**src/hdl/spend_limit_window_guard_unit_defines.svh**
```systemverilog
// Assertion macros shared by the spending guard RTL files.
// Included by bare file name; no other dependencies.
`ifndef SPEND_LIMIT_WINDOW_GUARD_UNIT_DEFINES_SVH
`define SPEND_LIMIT_WINDOW_GUARD_UNIT_DEFINES_SVH
`ifndef SYNTHESIS
`define SLWG_ASSERT(lbl, clock, rstn, prop, msg) \
	lbl: assert property (@(posedge clock) disable iff (!(rstn)) (prop)) else $error(msg);
`define SLWG_ASSERT_ALWAYS(lbl, clock, prop, msg) \
	lbl: assert property (@(posedge clock) (prop)) else $error(msg);
`else
`define SLWG_ASSERT(lbl, clock, rstn, prop, msg)
`define SLWG_ASSERT_ALWAYS(lbl, clock, prop, msg)
`endif
`endif

```
**src/hdl/slwg_pkg.sv**
```systemverilog
// Types and constants of the spending guard: operation codes, beat layouts
// and register reset values. No dependencies.
package slwg_pkg;

	typedef enum logic [1:0] {
		MODE_AUTH  = 2'd0,
		MODE_SCHED = 2'd1,
		MODE_QUERY = 2'd2,
		MODE_ROLL  = 2'd3
	} mode_t;

	localparam logic [31:0] SAT_TIME        = 32'hFFFF_FFFF;
	localparam logic [31:0] WINDOW_RESET    = 32'd86400;
	localparam logic [31:0] COOLDOWN_RESET  = 32'd86400;
	localparam logic [2:0]  REG_ADDR_WINDOW = 3'd0;
	localparam logic [2:0]  REG_ADDR_COOL   = 3'd4;

	typedef struct packed {
		logic [63:0] next_budget_cap;
		logic [63:0] next_tx_cap;
		logic [63:0] amount;
		logic [31:0] now;
		mode_t       mode;
	} item_t;

	typedef struct packed {
		logic state_changed;
		logic cooling_down;
		logic approved;
	} result_t;

	typedef struct packed {
		logic [31:0] cooldown_length;
		logic [31:0] window_length;
	} cfg_t;

endpackage

```
**src/hdl/slwg_apb_regs.sv**
```systemverilog
// APB register file of the spending guard: window and cooldown lengths.
// Depends on slwg_pkg.
module slwg_apb_regs (
	input  logic                 clk,
	input  logic                 arst_n,
	input  logic                 psel,
	input  logic                 penable,
	input  logic                 pwrite,
	input  logic [2:0]           paddr,
	input  logic [31:0]          pwdata,
	output logic [31:0]          prdata,
	output logic                 pready,
	output slwg_pkg::cfg_t       cfg
);

	logic [31:0] window_length_q;
	logic [31:0] cooldown_length_q;
	logic        wr_en;
	logic        sel_cool;

	assign pready   = 1'b1;
	assign wr_en    = psel & penable & pwrite;
	assign sel_cool = paddr[2] == slwg_pkg::REG_ADDR_COOL[2];

	always_ff @(posedge clk or negedge arst_n) begin
		if (!arst_n) begin
			window_length_q   <= slwg_pkg::WINDOW_RESET;
			cooldown_length_q <= slwg_pkg::COOLDOWN_RESET;
		end else if (wr_en) begin
			if (sel_cool) begin
				cooldown_length_q <= pwdata;
			end else begin
				window_length_q <= pwdata;
			end
		end
	end

	assign prdata              = sel_cool ? cooldown_length_q : window_length_q;
	assign cfg.window_length   = window_length_q;
	assign cfg.cooldown_length = cooldown_length_q;

endmodule

```
**src/hdl/slwg_core.sv**
```systemverilog
// Decision logic and persistent state of the spending guard: activation,
// window roll, approval and scheduling in one pass. Depends on slwg_pkg.
`include "spend_limit_window_guard_unit_defines.svh"
module slwg_core (
	input  logic                 clk,
	input  logic                 arst_n,
	input  logic                 fire,
	input  slwg_pkg::item_t      item,
	input  slwg_pkg::cfg_t       cfg,
	output slwg_pkg::result_t    result
);

	logic [63:0] tx_cap_q;
	logic [63:0] budget_cap_q;
	logic [63:0] pending_tx_cap_q;
	logic [63:0] pending_budget_cap_q;
	logic [31:0] activation_time_q;
	logic [31:0] window_begin_q;
	logic [63:0] budget_spent_q;

	logic        is_auth;
	logic        is_sched;
	logic        activate;
	logic        roll;
	logic        ok;
	logic [63:0] tx_cap_eff;
	logic [63:0] budget_cap_eff;
	logic [63:0] spent_eff;
	logic [63:0] headroom;
	logic [31:0] elapsed;
	logic [32:0] sched_sum;
	logic [31:0] sched_time;
	logic [31:0] act_time_next;

	always_comb begin
		is_auth  = item.mode == slwg_pkg::MODE_AUTH;
		is_sched = item.mode == slwg_pkg::MODE_SCHED;
		activate = is_auth && (activation_time_q != 32'd0)
			&& (item.now >= activation_time_q);
		tx_cap_eff     = activate ? pending_tx_cap_q : tx_cap_q;
		budget_cap_eff = activate ? pending_budget_cap_q : budget_cap_q;
		elapsed = item.now - window_begin_q;
		roll = (is_auth || item.mode == slwg_pkg::MODE_ROLL)
			&& (cfg.window_length != 32'd0) && (elapsed >= cfg.window_length);
		spent_eff = roll ? 64'd0 : budget_spent_q;
		headroom  = budget_cap_eff - spent_eff;
		ok = is_auth && (item.amount <= tx_cap_eff) && (spent_eff <= budget_cap_eff)
			&& (item.amount <= headroom);
		sched_sum  = {1'b0, item.now} + {1'b0, cfg.cooldown_length};
		sched_time = sched_sum[32] ? slwg_pkg::SAT_TIME : sched_sum[31:0];
		if (is_sched) begin
			act_time_next = sched_time;
		end else if (activate) begin
			act_time_next = 32'd0;
		end else begin
			act_time_next = activation_time_q;
		end
		result.approved      = ok;
		result.cooling_down  = (act_time_next != 32'd0) && (item.now < act_time_next);
		result.state_changed = activate | roll | ok | is_sched;
	end

	always_ff @(posedge clk or negedge arst_n) begin
		if (!arst_n) begin
			tx_cap_q             <= '0;
			budget_cap_q         <= '0;
			pending_tx_cap_q     <= '0;
			pending_budget_cap_q <= '0;
			activation_time_q    <= '0;
			window_begin_q       <= '0;
			budget_spent_q       <= '0;
		end else if (fire) begin
			tx_cap_q          <= tx_cap_eff;
			budget_cap_q      <= budget_cap_eff;
			activation_time_q <= act_time_next;
			if (is_sched) begin
				pending_tx_cap_q     <= item.next_tx_cap;
				pending_budget_cap_q <= item.next_budget_cap;
			end
			if (roll) begin
				window_begin_q <= item.now;
			end
			budget_spent_q <= ok ? spent_eff + item.amount : spent_eff;
		end
	end

	`SLWG_ASSERT(a_idle_holds_state, clk, arst_n, !fire |=> $stable(budget_spent_q) && $stable(activation_time_q) && $stable(tx_cap_q), "State changed without an accepted beat.")
	`SLWG_ASSERT(a_activation_clears, clk, arst_n, fire && activate |=> activation_time_q == 32'd0 && tx_cap_q == $past(pending_tx_cap_q), "Activation did not install pending caps.")
	`SLWG_ASSERT(a_approve_auth_only, clk, arst_n, ok |-> is_auth && result.state_changed, "Approval outside an authorize request.")

endmodule

```
**src/hdl/spend_limit_window_guard_unit.sv**
```systemverilog
// Top level of the spending guard: stream input register, decision core and
// result register. Depends on slwg_pkg, slwg_apb_regs and slwg_core.
// The guard takes one request beat per clock cycle unless the result side
// stalls it, and presents exactly one result beat for it (input register, then
// result register), with the decision and all state updates made as the beat
// moves between them. Requests that follow one another each see the state left
// by the previous one. Window and cooldown lengths are set through the APB port
// (window at 0x0, cooldown at 0x4) and should only be written while no request
// is in flight.
`include "spend_limit_window_guard_unit_defines.svh"
module spend_limit_window_guard_unit (
	input  logic         clk,
	input  logic         arst_n,
	input  logic         psel,
	input  logic         penable,
	input  logic         pwrite,
	input  logic [2:0]   paddr,
	input  logic [31:0]  pwdata,
	output logic [31:0]  prdata,
	output logic         pready,
	input  logic         s_tvalid,
	output logic         s_tready,
	// now[31:0], amount[95:32], next_tx_cap[159:96], next_budget_cap[223:160]
	input  logic [223:0] s_tdata,
	// mode[1:0]
	input  logic [1:0]   s_tuser,
	output logic         m_tvalid,
	input  logic         m_tready,
	// approved[0], cooling_down[1], state_changed[2], zero fill[7:3]
	output logic [7:0]   m_tdata
);

	slwg_pkg::cfg_t    cfg;
	slwg_pkg::item_t   item_s1;
	slwg_pkg::result_t result;
	slwg_pkg::result_t result_s2;
	logic              valid_s1;
	logic              valid_s2;
	logic              out_free;
	logic              advance;

	slwg_apb_regs u_regs (
		.clk     (clk),
		.arst_n  (arst_n),
		.psel    (psel),
		.penable (penable),
		.pwrite  (pwrite),
		.paddr   (paddr),
		.pwdata  (pwdata),
		.prdata  (prdata),
		.pready  (pready),
		.cfg     (cfg)
	);

	assign out_free = !valid_s2 || m_tready;
	assign advance  = valid_s1 && out_free;
	assign s_tready = !valid_s1 || out_free;

	always_ff @(posedge clk or negedge arst_n) begin
		if (!arst_n) begin
			valid_s1 <= 1'b0;
		end else if (s_tready) begin
			valid_s1 <= s_tvalid;
		end
	end

	always_ff @(posedge clk) begin
		if (s_tvalid && s_tready) begin
			item_s1.mode            <= slwg_pkg::mode_t'(s_tuser);
			item_s1.now             <= s_tdata[31:0];
			item_s1.amount          <= s_tdata[95:32];
			item_s1.next_tx_cap     <= s_tdata[159:96];
			item_s1.next_budget_cap <= s_tdata[223:160];
		end
	end

	slwg_core u_core (
		.clk    (clk),
		.arst_n (arst_n),
		.fire   (advance),
		.item   (item_s1),
		.cfg    (cfg),
		.result (result)
	);

	always_ff @(posedge clk or negedge arst_n) begin
		if (!arst_n) begin
			valid_s2 <= 1'b0;
		end else if (out_free) begin
			valid_s2 <= valid_s1;
		end
	end

	always_ff @(posedge clk) begin
		if (advance) begin
			result_s2 <= result;
		end
	end

	assign m_tvalid = valid_s2;
	assign m_tdata  = {5'd0, result_s2.state_changed, result_s2.cooling_down,
		result_s2.approved};

	`SLWG_ASSERT(a_no_take_when_full, clk, arst_n, valid_s1 && valid_s2 && !m_tready |-> !s_tready, "Input taken while both stages are blocked.")
	`SLWG_ASSERT(a_advance_fills_out, clk, arst_n, advance |=> valid_s2, "Advanced beat did not reach the result register.")
	`SLWG_ASSERT(a_approve_is_change, clk, arst_n, valid_s2 |-> !(result_s2.approved && !result_s2.state_changed), "Approval reported without a state change.")

endmodule

```
**config.mk**
```make
export PLATFORM = sky130hd
export DESIGN_NAME = spend_limit_window_guard_unit
export DESIGN_NICKNAME = d
export VERILOG_FILES = /design/src/hdl/slwg_pkg.sv /design/src/hdl/slwg_apb_regs.sv /design/src/hdl/slwg_core.sv /design/src/hdl/spend_limit_window_guard_unit.sv
export VERILOG_INCLUDE_DIRS = /design/src /design/src/hdl
export SDC_FILE = /design/constraint.sdc
export NUM_CORES = 2
export LEC_CHECK = 0
export ABC_AREA = 1
export ABC_CLOCK_PERIOD_IN_PS = 8420
export BUFFER_PORTS_ARGS = -buffer_cell sky130_fd_sc_hd__buf_2
export CAP_MARGIN = 0
export CORE_MARGIN = 8
export CORE_UTILIZATION = 50
export CTS_CLUSTER_SIZE = 16
export DETAILED_ROUTE_END_ITERATION = 10
export HOLD_SLACK_MARGIN = 0.02
export PLACE_DENSITY = 0.77
export RECOVER_POWER = 100
export SYNTH_ARGS = -nofsm -noshare
export SYNTH_HDL_FRONTEND = slang
export SYNTH_SLANG_ARGS = --single-unit
```
**constraint.sdc**
```tcl
create_clock -name clk -period 8.42 [get_ports clk]
set_input_delay 0 -clock clk [delete_from_list [all_inputs] [get_ports clk]]
set_output_delay 0 -clock clk [all_outputs]
set_load 0.01 [all_outputs]
```
==> results.cfg <==
[power_and_ir_drop]
peakVddDrop_mv = 0.2314
seq_power_share_pct = 23.5
finalPower_mw = 21.06
power_density_nw_per_um2 = 393.1
power_switching_share_pct = 45.07
cellLeakagePower_nw = 25.44
p_comb_share_pct = 60.7
internal_power_mw = 11.57
clockPowerShare_pct = 15.8
power_switching_mw = 9.489

[global_route]
grt_pass1_vias = 38220
grt_overflow_total = 0
grt_pass1_wl_um = 205600
grtUsageTotal_pct = 27.22
grt_max_degree = 150
antenna_found_initial = 4

[clocking]
cts.sinks = 679
cts_buffers = 75
clk-insertion-delay-late_ns = 0.65
cts_buffer_depth = 3
htreeDepth = 3
clk_pin_slew_ns = 0.06
cts_root_buffer = clkbuf_16
cts_tree = done

[route]
wl_um = 136500
vias_per_cell = 5.539
dr.max_layer_used = met4
dr_wl_met2_um = 67280
num_vias = 38770
drt-pass1-iter-count = 7
avgRoutedWirePerCell_um = 19.51
route.detailed.drc = 0
drt_iter0_drc = 3311
wl_met1_um = 53820
route.met3.wl_um = 8367
drtAntennaViolNets = 0

[sta]
worstMarginPinSlew_ns = 4.967
setup_ws_ns = 0.1932
hold_viol = 0
period_share_pct = 97.71
max_freq_ghz = 0.1216
rsz0062_at_grt = true
period_minus_slack_ns = 8.227
relSlewSlack_pct = -231.2
slew_violations = 472
setup_viol_count_final = 0
clock_skew_ns = 0.03122

[floorplanning]
rows = 107
die_h_um = 308.9
dieWidth_um = 308.9
io_pins = 311
core_sq_um = 85150
initial_utilization_pct = 50.37
dieArea_sq_um = 95400

[critical_path]
cp_data_required_time_ns = 8.94
cp-end-kind = register
worst-path-buf-inv = 10
crit_path_start = item_s1[2]
critical_path_class = reg2reg
crit_family = simple AND/OR/NAND/NOR gates
cp_max_fo = 11
regToRegStartpoint = item_s1[2]
cp_slowest_cell = edfxtp_1
arrival_ns = 8.74
cpPeakStageDelay_ns = 0.41
worstSetupStartpointType = register

[placement]
place.gp.congestion = 0.9973
pre_cts_ws_ns = -0.1986
io_buffers = 302
dp_hpwl_um = 98760

[yosys]
ys_top_cells_by_count = nand2_1, inv_1, a21oi_1, o21ai_0, dfrtp_1
ys_seq_area_share_pct = 42.32
synth_flop_cell = dfrtp_1
synth_area_leaders = dfrtp_1, edfxtp_1, ha_1
synth.most_common_cell = nand2_1
synth_edf_count = 229
syn_area_sq_um = 42890
async_flop_share_pct = 66.27
yosys.area_share.simple_pct = 15.84
synthAdderAreaFrac_pct = 12.29
synth_cell_types = 64
synth_compound_area_share_pct = 14.44
synthMuxAreaShare_pct = 4.881
synth_seq_cells = 679
syn_inst = 5032
yosys_warnings = 0
synthXorXnorAreaFrac_pct = 3.308
avgSynthCellArea_sq_um = 8.523
synth_top_area_cell = dfrtp_1
synth_top_cell_area_share_pct = 25.67
synth_top_family_by_area = simple AND/OR/NAND/NOR gates

[hold_path]
hp-class = in2reg
min_from = s_tdata[133]

[job]
max_cap_violations = 7

[final_layout]
num-fill-cells = 7051
seqCellArea_sq_um = 18150
nets = 6472
multi_input_area_sq_um = 23000
syn_to_final_growth_pct = 24.88
layout-drive-gt1-share_pct = 16.02

[status]
failed_checks = max-capacitance violations, max-slew violations
status = complete, but fails checks
## registers in the layout (all words and copies together) (netlist names)
name	flops
item_s1	226
m_tdata	3
m_tvalid	1
u_core.activation_time_q	32
u_core.budget_cap_q	64
u_core.budget_spent_q	64
u_core.pending_budget_cap_q	64
u_core.pending_tx_cap_q	64
u_core.tx_cap_q	64
u_core.window_begin_q	32
u_regs.cooldown_length_q	32
u_regs.window_length_q	32
valid_s1	1
## power groups by stage
stage	logic, mW	clock network [mW]	registers (mW)
2_1_floorplan	7.54	0	4.74
3_3_place_gp	10.7	0	4.91
5_1_grt	14.1	3.49	5.02
3_5_place_dp	11.0	0	4.94
6_report	12.8	3.33	4.94
4_1_cts	11.2	3.36	4.90
## through the flow
step,util (%),std cells,setup TNS [ns],cell area [sq um],hold WS (ns)
4_1_cts,61.11,6954,0,52030,0.02282
5_1_grt,62.90,6997,-14.72,53550,0.05198
3_5_place_dp,55.08,6551,-4.148,46900,0.06651
2_1_floorplan,-,5036,0,42900,-0.2956
3_3_place_gp,55.08,6551,0,46900,0.06059
6_report,62.90,6999,0,53560,0.05125
## cell families (layout without fill, tap and decap cells)
family	count (synthesis)	count (layout)
adders and majority gates	419	419
xor gates and xnor gates	162	162
DFF	679	679
muxes	193	193
other	2	13
and+or+nand+nor	1662	1664
AOI/OAI and AO/OA	1146	1146
buffers and inverters	769	1579
## path summary, 6_finish.rpt
kind	endpoint	slack (ns)	cells after the start
setup / recovery	u_core.budget_spent_q[11]	0.19	61
hold / removal	item_s1[135]	0.05	2
setup reg to reg	u_core.budget_spent_q[11]	0.19	61
hold reg to reg	u_core.pending_budget_cap_q[43]	0.46	1
max in group asynchronous	u_core.pending_tx_cap_q[12]	1.44	5
min in group asynchronous	u_core.window_begin_q[4]	2.29	3
## area by class of cell
class	count	share of cell area, %
sequential	679	33.89
clock buffer	108	4.025
multi-input combinational	3590	42.94
antenna	7	0.03271
timing repair buffer	804	11.36
clock inverter	32	0.6027
tap	1144	2.673
inverter	635	4.476
## cell usage in the layout, fill, tap and decap left out, types with 11 or more instances in the layout
| cell | instances |
|---|---|
| buf_2 | 225 |
| xnor2_1 | 75 |
| o21ai_0 | 439 |
| o21a_1 | 28 |
| clkbuf_16 | 86 |
| o211ai_1 | 24 |
| nand3_1 | 146 |
| clkbuf_1 | 103 |
| mux2_2 | 129 |
| a31oi_1 | 37 |
| ha_4 | 26 |
| dfrtp_1 | 440 |
| buf_4 | 208 |
| o21ai_1 | 42 |
| o21ai_2 | 12 |
| xor2_1 | 85 |
| o21bai_1 | 13 |
| clkinv_2 | 11 |
| edfxtp_1 | 229 |
| nor3_1 | 33 |
| a21oi_2 | 34 |
| a21oi_1 | 439 |
| nand2_1 | 910 |
| nand4_1 | 58 |
| inv_1 | 623 |
| nand2_2 | 38 |
| nor2_1 | 386 |
| ha_1 | 387 |
| nor4_1 | 16 |
| dlygate4sd3_1 | 263 |
| mux2i_1 | 64 |
| nor2_2 | 11 |
| nand3_2 | 22 |
## metal layers
metal / vias to the layer above / GRT usage (%)
met5: - / 0
met4: 0 / 11.45
met2: 1441 / 48.72
met3: 383 / 3.657
met1: 18350 / 32.82
li1: 18600 / -
## what timing repair did
item,in CTS,in global routing
gates cloned,0,14
pin swaps,0,72
endpoints found under the setup margin,63,66
hold buffers,263,0
setup buffers,0,24
resized for setup,6,275
hold endpoints to repair,387,0
No activity file was read; power rests on OpenSTA's default activity.
